--- src/design/fcpu_pkg.sv ---
// Fly camera pose update: shared constants, types and CORDIC table.
// No dependencies.
`default_nettype none
package fcpu_pkg;
   localparam int TURN      = 23040;
   localparam int HALF      = 11520;
   localparam int QUARTER   = 5760;
   localparam int PITCH_LIM = 5696;
   localparam int ONE_Q14   = 16384;
   localparam logic signed [33:0] CORDIC_GAIN = 34'sd652032874;

   typedef enum logic [0:0] {
      CSR_MOVE_SPEED = 1'b0,
      CSR_LOOK_SENS  = 1'b1
   } csr_index_type;

   function automatic logic [21:0] atan_entry(input logic [4:0] idx);
      logic [21:0] r;
      begin
         unique case (idx)
            5'd0: r = 22'd2949120;  5'd1: r = 22'd1740967;
            5'd2: r = 22'd919879;   5'd3: r = 22'd466945;
            5'd4: r = 22'd234379;   5'd5: r = 22'd117304;
            5'd6: r = 22'd58666;    5'd7: r = 22'd29335;
            5'd8: r = 22'd14668;    5'd9: r = 22'd7334;
            5'd10: r = 22'd3667;    5'd11: r = 22'd1833;
            5'd12: r = 22'd917;     5'd13: r = 22'd458;
            5'd14: r = 22'd229;     5'd15: r = 22'd115;
            5'd16: r = 22'd57;      5'd17: r = 22'd29;
            5'd18: r = 22'd14;      5'd19: r = 22'd7;
            5'd20: r = 22'd4;       5'd21: r = 22'd2;
            5'd22: r = 22'd1;       default: r = 22'd0;
         endcase
         return r;
      end
   endfunction
endpackage
`default_nettype wire

--- src/design/fcpu_serial_mul.sv ---
// Shift-add multiplier, one multiplier bit per cycle, signed a by signed b.
// Depends on fcpu_pkg.
`default_nettype none
module fcpu_serial_mul
   import fcpu_pkg::*;
(
   input  wire logic               clock,
   input  wire logic               reset,
   input  wire logic               start,
   input  wire logic signed [17:0] a,
   input  wire logic signed [17:0] b,
   output logic                    done,
   output logic signed [35:0]      prod
);
   logic signed [35:0] acc_ff, acc_in;
   logic signed [35:0] mcand_ff, mcand_in;
   logic [17:0]        mplr_ff, mplr_in;
   logic [4:0]         cnt_ff, cnt_in;
   logic               busy_ff, busy_in;

   always_comb begin
      acc_in = acc_ff; mcand_in = mcand_ff; mplr_in = mplr_ff;
      cnt_in = cnt_ff; busy_in = busy_ff;
      if (start) begin
         acc_in = '0; mcand_in = 36'(a); mplr_in = b;
         cnt_in = 5'd0; busy_in = 1'b1;
      end else if (busy_ff) begin
         // top bit of b carries negative weight
         if (mplr_ff[0]) begin
            if (cnt_ff == 5'd17) acc_in = acc_ff - mcand_ff;
            else acc_in = acc_ff + mcand_ff;
         end
         mcand_in = mcand_ff <<< 1;
         mplr_in = mplr_ff >> 1;
         cnt_in = cnt_ff + 5'd1;
         if (cnt_ff == 5'd17) busy_in = 1'b0;
      end
   end

   always_ff @(posedge clock) begin
      acc_ff <= acc_in; mcand_ff <= mcand_in; mplr_ff <= mplr_in; cnt_ff <= cnt_in;
      if (reset) busy_ff <= 1'b0;
      else busy_ff <= busy_in;
   end

   assign done = busy_ff && (cnt_ff == 5'd17);
   assign prod = acc_in;
endmodule
`default_nettype wire

--- src/design/fcpu_cordic.sv ---
// Rotation-mode CORDIC, one iteration per cycle, fold to +-90 degrees first.
// Depends on fcpu_pkg.
`default_nettype none
module fcpu_cordic
   import fcpu_pkg::*;
#(
   parameter int CORDIC_STEPS = 16
) (
   input  wire logic               clock,
   input  wire logic               reset,
   input  wire logic               start,
   input  wire logic signed [15:0] angle,
   output logic                    done,
   output logic signed [15:0]      sin_q14,
   output logic signed [15:0]      cos_q14
);
   localparam int IW = $clog2(CORDIC_STEPS + 1);
   logic signed [33:0] x_ff, x_in, y_ff, y_in;
   logic signed [25:0] z_ff, z_in;
   logic [IW-1:0]      it_ff, it_in;
   logic               busy_ff, busy_in, flip_ff, flip_in;
   logic               done_ff, done_in;
   logic signed [16:0] a0, a1;
   logic signed [33:0] xs, ys, xr, yr;
   logic signed [21:0] sv, cv;

   always_comb begin
      a0 = 17'(angle);
      if (a0 < 0) a0 = a0 + 17'(TURN);
      if (a0 >= 17'(HALF)) a0 = a0 - 17'(TURN);
      a1 = a0; flip_in = flip_ff;
      x_in = x_ff; y_in = y_ff; z_in = z_ff; it_in = it_ff; busy_in = busy_ff;
      xs = x_ff >>> it_ff; ys = y_ff >>> it_ff;
      if (start) begin
         flip_in = 1'b0;
         if (a0 > 17'(QUARTER)) begin
            a1 = 17'(HALF) - a0; flip_in = 1'b1;
         end else if (a0 < -17'(QUARTER)) begin
            a1 = -17'(HALF) - a0; flip_in = 1'b1;
         end
         x_in = CORDIC_GAIN; y_in = '0; z_in = 26'(a1) <<< 10;
         it_in = '0; busy_in = 1'b1;
      end else if (busy_ff) begin
         if (z_ff >= 0) begin
            x_in = x_ff - ys; y_in = y_ff + xs;
            z_in = z_ff - 26'(atan_entry(5'(it_ff)));
         end else begin
            x_in = x_ff + ys; y_in = y_ff - xs;
            z_in = z_ff + 26'(atan_entry(5'(it_ff)));
         end
         it_in = it_ff + 1'b1;
         if (it_ff == IW'(CORDIC_STEPS - 1)) busy_in = 1'b0;
      end
   end

   // done rises in the same cycle that the last iteration lands in x/y
   assign done_in = busy_ff && (it_ff == IW'(CORDIC_STEPS - 1));

   always_ff @(posedge clock) begin
      x_ff <= x_in; y_ff <= y_in; z_ff <= z_in; it_ff <= it_in; flip_ff <= flip_in;
      if (reset) begin
         busy_ff <= 1'b0;
         done_ff <= 1'b0;
      end else begin
         busy_ff <= busy_in;
         done_ff <= done_in;
      end
   end

   always_comb begin
      yr = y_ff + 34'sd32768;
      xr = x_ff + 34'sd32768;
      sv = 22'(yr >>> 16);
      cv = 22'(xr >>> 16);
      if (sv > 22'(ONE_Q14)) sv = 22'(ONE_Q14);
      if (sv < -22'(ONE_Q14)) sv = -22'(ONE_Q14);
      if (cv > 22'(ONE_Q14)) cv = 22'(ONE_Q14);
      if (cv < -22'(ONE_Q14)) cv = -22'(ONE_Q14);
      if (flip_ff) cv = -cv;
   end

   assign done = done_ff;
   assign sin_q14 = 16'(sv);
   assign cos_q14 = 16'(cv);
endmodule
`default_nettype wire

--- src/design/fly_camera_pose_update.sv ---
// Fly camera pose update: top level sequencer, state and output register.
// Depends on fcpu_pkg, fcpu_serial_mul and fcpu_cordic.
//
// Usage: one req beat per tick carries the cursor position and six keys.
// One rsp beat follows with angles, position and the unit vectors.
// Work runs one item at a time: two serial multiplies for the cursor
// deltas, two CORDIC runs, then seven serial multiplies for the products
// and moves (always run, the keys only gate the add). The first tick skips
// the delta multiplies; the shift-add multiplier (one bit a cycle) dominates.
// req_tready is high only when the sequencer is idle and the result
// register is empty, so a stalled rsp holds the beat and blocks new items.
// The csr channel is always ready; write only while idle.
// Reset (synchronous, high) clears the reference flag, angles, position
// and restores move_speed 51 and look_sensitivity 102. The first item
// after reset only stores the cursor; angle deltas are then zero.
`default_nettype none
module fly_camera_pose_update
   import fcpu_pkg::*;
#(
   parameter int CORDIC_STEPS = 16
) (
   input  wire logic         clock,
   input  wire logic         reset,
   input  wire logic         req_tvalid,
   output logic              req_tready,
   // [15:0] cursor_x, [31:16] cursor_y, [32] fwd, [33] back, [34] left,
   // [35] right, [36] up, [37] down, [39:38] zero
   input  wire logic [39:0]  req_tdata,
   output logic              rsp_tvalid,
   input  wire logic         rsp_tready,
   // [14:0] yaw, [28:15] pitch, [60:29] pos_x, [92:61] pos_y,
   // [124:93] pos_z, [140:125] fwd_x, [156:141] fwd_y, [172:157] fwd_z,
   // [188:173] side_x, [204:189] side_z, [207:205] zero
   output logic [207:0]      rsp_tdata,
   input  wire logic         csr_valid,
   output logic              csr_ready,
   input  wire logic [0:0]   csr_index,
   input  wire logic [15:0]  csr_wdata
);
   typedef enum logic [8:0] {
      ST_IDLE  = 9'b000000001,
      ST_DYAW  = 9'b000000010,
      ST_DPIT  = 9'b000000100,
      ST_ANG   = 9'b000001000,
      ST_CYAW  = 9'b000010000,
      ST_CPIT  = 9'b000100000,
      ST_MUL   = 9'b001000000,
      ST_MOVE  = 9'b010000000,
      ST_DONE  = 9'b100000000
   } state_type;

   state_type state_ff, state_in;
   logic [15:0] speed_ff, sens_ff;
   logic        have_ref_ff;
   logic signed [15:0] last_x_ff, last_y_ff, cx_ff, cy_ff;
   logic [5:0]  keys_ff;
   logic [14:0] yaw_ff;
   logic signed [13:0] pitch_ff;
   logic [31:0] pos_ff [3];
   logic signed [31:0] dyaw_ff, dpit_ff;
   logic signed [15:0] sy_ff, cyw_ff, sp_ff, cp_ff, fx_ff, fz_ff;
   logic [3:0]  step_ff;
   logic        mstart_ff, cstart_ff, mstart_in, cstart_in;
   logic        out_v_ff;
   logic [207:0] out_ff;

   logic               m_done, c_done;
   logic signed [35:0] m_prod;
   logic signed [17:0] m_a, m_b;
   logic signed [15:0] c_angle, c_sin, c_cos;

   fcpu_serial_mul u_mul (.clock, .reset, .start(mstart_ff), .a(m_a), .b(m_b),
      .done(m_done), .prod(m_prod));
   fcpu_cordic #(.CORDIC_STEPS(CORDIC_STEPS)) u_cordic (.clock, .reset,
      .start(cstart_ff), .angle(c_angle), .done(c_done), .sin_q14(c_sin),
      .cos_q14(c_cos));

   assign csr_ready  = 1'b1;
   assign req_tready = (state_ff == ST_IDLE) && !out_v_ff;
   assign rsp_tvalid = out_v_ff;
   assign rsp_tdata  = out_ff;
   assign c_angle = (state_ff == ST_CYAW) ? 16'(yaw_ff) : 16'(pitch_ff);

   // registered start pulses for the multiplier and the CORDIC, in the cycle
   // after the state that asks for them
   always_comb begin
      mstart_in = ((state_ff == ST_IDLE) && req_tvalid && req_tready && have_ref_ff)
                  || ((state_ff == ST_DYAW) && m_done)
                  || ((state_ff == ST_CPIT) && c_done)
                  || ((state_ff == ST_MUL) && m_done)
                  || ((state_ff == ST_MOVE) && m_done && (step_ff != 4'd6));
      cstart_in = (state_ff == ST_ANG) || ((state_ff == ST_CYAW) && c_done);
   end

   logic signed [17:0] spd_s, spd_n;
   logic signed [35:0] rnd;
   logic signed [31:0] qm;
   assign spd_s = 18'(speed_ff);
   assign spd_n = -18'(speed_ff);
   assign rnd = m_prod + 36'sd8192;
   assign qm  = 32'(rnd >>> 14);

   // Multiply schedule in ST_MUL / ST_MOVE:
   // 0: sy*cp -> fx, 1: cyw*cp -> -fz, 2..4: fwd move, 5..6: strafe move
   always_comb begin
      m_a = '0; m_b = '0;
      unique case (state_ff)
         ST_DYAW: begin m_a = 18'(cx_ff) - 18'(last_x_ff); m_b = 18'(sens_ff); end
         ST_DPIT: begin m_a = 18'(cy_ff) - 18'(last_y_ff); m_b = 18'(sens_ff); end
         ST_MUL: begin
            m_b = 18'(cp_ff);
            m_a = (step_ff == 4'd0) ? 18'(sy_ff) : 18'(cyw_ff);
         end
         ST_MOVE: begin
            unique case (step_ff)
               4'd2: m_a = 18'(fx_ff);
               4'd3: m_a = 18'(sp_ff);
               4'd4: m_a = 18'(fz_ff);
               4'd5: m_a = 18'(cyw_ff);
               default: m_a = 18'(sy_ff);
            endcase
            if (step_ff <= 4'd4) m_b = keys_ff[0] ? spd_s : spd_n;
            else m_b = keys_ff[2] ? spd_n : spd_s;
         end
         default: ;
      endcase
   end

   logic signed [35:0] dr;
   logic signed [31:0] ds, dyc, yaw_w, pit_w;
   always_comb begin
      dr = m_prod + 36'sd8;
      ds = 32'(dr >>> 4);
      dyc = ds;
      if (dyc > 32'sd23040) dyc = 32'sd23040;
      if (dyc < -32'sd23040) dyc = -32'sd23040;
      yaw_w = 32'(yaw_ff) + dyaw_ff;
      if (yaw_w > 32'(TURN)) yaw_w = yaw_w - 32'(TURN);
      if (yaw_w < 0) yaw_w = yaw_w + 32'(TURN);
      // pitch delta may be huge; saturate sum by sign
      pit_w = 32'(pitch_ff) + dpit_ff;
      if (dpit_ff > 32'sd20000) pit_w = 32'(PITCH_LIM);
      if (dpit_ff < -32'sd20000) pit_w = -32'(PITCH_LIM);
      if (pit_w > 32'(PITCH_LIM)) pit_w = 32'(PITCH_LIM);
      if (pit_w < -32'(PITCH_LIM)) pit_w = -32'(PITCH_LIM);
   end

   logic move_en;
   always_comb begin
      if (step_ff <= 4'd4) move_en = keys_ff[0] | keys_ff[1];
      else move_en = keys_ff[2] | keys_ff[3];
   end

   always_ff @(posedge clock) begin
      if (reset) begin
         state_ff <= ST_IDLE; speed_ff <= 16'd51; sens_ff <= 16'd102;
         have_ref_ff <= 1'b0; last_x_ff <= '0; last_y_ff <= '0;
         yaw_ff <= '0; pitch_ff <= '0; out_v_ff <= 1'b0; step_ff <= '0;
         mstart_ff <= 1'b0; cstart_ff <= 1'b0;
         for (int k = 0; k < 3; k++) pos_ff[k] <= '0;
      end else begin
         mstart_ff <= mstart_in;
         cstart_ff <= cstart_in;
         if (csr_valid) begin
            unique case (csr_index_type'(csr_index))
               CSR_MOVE_SPEED: speed_ff <= csr_wdata;
               CSR_LOOK_SENS:  sens_ff  <= csr_wdata;
            endcase
         end
         // result register: loaded at the end of an item, held until taken
         out_v_ff <= (state_ff == ST_DONE) || (out_v_ff && !rsp_tready);
         unique case (state_ff)
            ST_IDLE: if (req_tvalid && req_tready) begin
               cx_ff <= req_tdata[15:0]; cy_ff <= req_tdata[31:16];
               keys_ff <= req_tdata[37:32];
               dyaw_ff <= '0; dpit_ff <= '0;
               if (have_ref_ff) state_ff <= ST_DYAW;
               else state_ff <= ST_ANG;
            end
            ST_DYAW: if (m_done) begin
               dyaw_ff <= dyc; state_ff <= ST_DPIT;
            end
            ST_DPIT: if (m_done) begin
               dpit_ff <= ds; state_ff <= ST_ANG;
            end
            ST_ANG: begin
               have_ref_ff <= 1'b1; last_x_ff <= cx_ff; last_y_ff <= cy_ff;
               yaw_ff <= 15'(yaw_w); pitch_ff <= 14'(pit_w);
               state_ff <= ST_CYAW;
            end
            ST_CYAW: if (c_done) begin
               sy_ff <= c_sin; cyw_ff <= c_cos; state_ff <= ST_CPIT;
            end
            ST_CPIT: if (c_done) begin
               sp_ff <= c_sin; cp_ff <= c_cos; step_ff <= '0;
               state_ff <= ST_MUL;
            end
            ST_MUL: if (m_done) begin
               if (step_ff == 4'd0) begin
                  fx_ff <= 16'(qm); step_ff <= 4'd1;
               end else begin
                  fz_ff <= -16'(qm); step_ff <= 4'd2;
                  state_ff <= ST_MOVE;
               end
            end
            ST_MOVE: if (m_done) begin
               if (move_en) begin
                  unique case (step_ff)
                     4'd2, 4'd5: pos_ff[0] <= pos_ff[0] + 32'(qm);
                     4'd3:       pos_ff[1] <= pos_ff[1] + 32'(qm);
                     default:    pos_ff[2] <= pos_ff[2] + 32'(qm);
                  endcase
               end
               if (step_ff == 4'd6) state_ff <= ST_DONE;
               else step_ff <= step_ff + 4'd1;
            end
            ST_DONE: begin
               if (keys_ff[4]) pos_ff[1] <= pos_ff[1] + 32'(speed_ff);
               else if (keys_ff[5]) pos_ff[1] <= pos_ff[1] - 32'(speed_ff);
               state_ff <= ST_IDLE;
            end
            default: state_ff <= ST_IDLE;
         endcase
      end
   end

   logic [31:0] py_fin;
   always_comb begin
      if (keys_ff[4]) py_fin = pos_ff[1] + 32'(speed_ff);
      else if (keys_ff[5]) py_fin = pos_ff[1] - 32'(speed_ff);
      else py_fin = pos_ff[1];
   end

   always_ff @(posedge clock) begin
      if (state_ff == ST_DONE)
         out_ff <= {3'b000, sy_ff, cyw_ff, fz_ff, sp_ff, fx_ff,
                    pos_ff[2], py_fin, pos_ff[0], pitch_ff, yaw_ff};
   end

   a_ready_idle: assert property (@(posedge clock) disable iff (reset)
      req_tready |-> state_ff == ST_IDLE) else $error("ready outside idle");
   a_done_valid: assert property (@(posedge clock) disable iff (reset)
      state_ff == ST_DONE |=> rsp_tvalid) else $error("result lost");
   a_yaw_range: assert property (@(posedge clock) disable iff (reset)
      yaw_ff <= 15'(TURN)) else $error("yaw out of range");
   a_pitch_range: assert property (@(posedge clock) disable iff (reset)
      pitch_ff <= 14'(PITCH_LIM) && pitch_ff >= -14'(PITCH_LIM))
      else $error("pitch out of range");
endmodule
`default_nettype wire
--- config.mk ---
export PLATFORM = sky130hd
export DESIGN_NAME = fly_camera_pose_update
export DESIGN_NICKNAME = d
export VERILOG_FILES = /design/src/design/fcpu_pkg.sv /design/src/design/fcpu_serial_mul.sv /design/src/design/fcpu_cordic.sv /design/src/design/fly_camera_pose_update.sv
export SDC_FILE = /design/constraint.sdc
export NUM_CORES = 2
export LEC_CHECK = 0
export BUFFER_PORTS_ARGS = -buffer_cell sky130_fd_sc_hd__clkbuf_2
export CORE_UTILIZATION = 63
export DETAILED_ROUTE_END_ITERATION = 7
export PLACE_DENSITY = 0.88
export SYNTH_ARGS = -nofsm -noshare
export SYNTH_HDL_FRONTEND = slang
export SYNTH_SLANG_ARGS = --single-unit
--- constraint.sdc ---
create_clock -name clock -period 10.1 [get_ports clock]
set_input_delay 2.02 -clock clock [delete_from_list [all_inputs] [get_ports clock]]
set_output_delay 2.02 -clock clock [all_outputs]
set_load 0.02 [all_outputs]
==> results.ini <==
[status]
outcome=finished with violations
violations=design-rule violations

[synth]
yosysWarningCount=0
yosys_register_bits=829
synth_enable_flop_cells=570
synth-main-ff-cell=edfxtp_1
synth_seq_area_share_pct=38.0
ys_types=107
netlist_area_um2=58700
syn_inst=6380
async_flop_share_pct=0
syn_avg_cell_area_um2=9.20

[setup_path]
start_kind=flop
path_buf_inv=1
cp.arrival_ps=9850
worstPathRequired_ps=10500
cpPeakStageDelay_ps=830
path_max_fanout=10
crit_path_top_delay_cell=xor2_1
cp_top_family=compound AO/OA/AOI/OAI gates
cp-end-kind=flop
crit_type=flop to flop

[detailed_routing]
drc=13
vias_per_cell=6.69
drtPass1Iterations=8
drtIter0Drc=6231
ant_nets=0
drt-total-wl_um=180000
dr_total_vias=52300
wl_per_cell_um=22.9

[final_layout]
num-fill-cells=6807
mostFrequentLayoutCells=nand2_1 (616), nor2_1 (581), edfxtp_1 (570), a21oi_1 (468), o21ai_0 (382)
multi_input_area_um2=34200
regArea_um2=22300
areaGrowthSynthToFinish_pct=9.11
layout-drive-gt1-share_pct=10.8
final_common_cell=nand2_1
nets=6944
final_area_um2=64100

[power]
powerDensity_nw_per_um2=298
ir_drop_mv=0.539
leakage_nw=25.0

[global_route]
grt_pass1_vias=48600
grtUsageTotal_pct=36.8
grt_pass1_wl_um=272000
antenna_found_initial=3
grt_overflow_total=0
grt_max_degree=86

[sta]
hold_viol_final=0
timing.hold.ws_ps=455
fin_tns_setup_ps=0
period_needed_ps=9440
setup_violations=0
fin_worst_skew_ps=38.1
tightestPinTransition_ps=1240
rsz0062_at_grt=false
slew-limit-headroom_pct=17.0
slew_viol_final=0
period_share_pct=93.5
clock.fmax_mhz=106

[floorplan]
die_area_um2=94400
start_util_pct=63.9
io_pins=273
die_w_um=307
row_count=111
core-area_um2=91900
chipHeight_um=307

[run]
maxCapViolCount=0

[clock_network]
cts_tree=built
cts_made_buffers=90
insertion_delay_ps=700
htree_levels=3
ctsResizeCount=0
cts_buffer_depth=3
cts-root-buf=clkbuf_16
cts.sinks=829
clk_pin_slew_ps=60
cts_setup_buffers=0
hold_buffers=0

[place]
post-dp-hpwl_um=133000
gp_congestion=1.05
io_buffer_count=266
dpl_cell_area_um2=61000

[worst_hold_path]
min-delay-path-class=flop to flop

==> report_power, final <==
group	switching, mW	internal, mW
Clock	1.49	1.95
Sequential	0.666	4.12
Combinational	6.37	4.49
Total	8.53	10.6
==> flip-flops by register name (all words and copies together) (netlist names), 18 cells and up, named ones only <==
| register | cells |
|---|---|
| dpit_ff | 32 |
| dyaw_ff | 32 |
| pos_ff | 96 |
| rsp_tdata | 205 |
| u_cordic.x_ff | 34 |
| u_cordic.y_ff | 34 |
| u_cordic.z_ff | 26 |
| u_mul.acc_ff | 36 |
| u_mul.mcand_ff | 36 |
| u_mul.mplr_ff | 18 |
==> synth_stat cells (106+ instances only) <==
library cell  instances  area, um2
clkbuf_1            251        942
a21oi_1             469       2350
nand3_1             147        736
inv_1               261        980
o21ai_0             382       1910
xor2_1              202       1770
dfxtp_1             259       5180
edfxtp_1            570      17100
nor2_1              582       2180
nor3_1              146        731
ha_1                363       4540
mux2i_1             106       1060
a21o_1              122        916
nand2_1             617       2320
xnor2_1             337       2950
==> area by class of cell <==
class	count	share of cell area [%]
Tap cell	1243	2.43
Inverter	270	1.59
Clock buffer	115	3.89
Sequential cell	829	34.8
Timing Repair Buffer	342	3.01
Antenna cell	2	0.00781
Clock inverter	54	0.894
Multi-Input combinational cell	4973	53.4
==> tightest hold or removal path: stages, from the launching register on <==
cell	delay, ps
dfxtp_1	310
nand2_1	50
a21oi_1	50
==> through the flow <==
stage / util, % / cells / setup slack [ps] / total power, mW
finish: 69.7 / 7828 / 656 / 19.1
global route: 69.7 / 7826 / 130 / 20.2
CTS: 69.7 / 7826 / 846 / 18.8
floorplan: - / 6382 / 1230 / 12.9
global placement: 66.4 / 7657 / 1110 / 14.9
detailed placement: 66.4 / 7657 / 876 / 15.3
==> kinds of logic (layout without fill, tap and decap cells) <==
| kind of cell | Yosys count | count (layout) | share of synthesized area (%) |
|---|---|---|---|
| AND/OR/NAND/NOR | 2093 | 2093 | 17.1 |
| multiplexers | 227 | 227 | 5.85 |
| AO/OA/AOI/OAI | 1734 | 1734 | 18.9 |
| XOR/XNOR | 539 | 539 | 8.04 |
| other | 2 | 6 | 0.0128 |
| adder cells (fa/ha/maj) | 376 | 376 | 8.18 |
| flip-flops | 829 | 829 | 38.0 |
| buffers and inverters | 580 | 781 | 3.92 |
==> final timing paths <==
path | start | end | slack, ps | cells after the start
setup / recovery | u_mul.mcand_ff[4] | pos_ff[2][31] | 660 | 32
hold / removal | last_x_ff[6] | last_x_ff[6] | 460 | 2
setup reg to reg | u_mul.mcand_ff[4] | pos_ff[2][31] | 660 | 32
hold reg to reg | last_x_ff[6] | last_x_ff[6] | 460 | 2
==> layer usage <==
metal	part of all wire [%]	vias to the layer above	global-route usage, %
met5	0.0067	-	0
met4	6.4	2	21.3
met3	11	658	7.82
met2	45	3122	58.3
met1	38	24700	46.7
li1	-	23800	-
No activity file was read; power rests on OpenSTA's default activity.
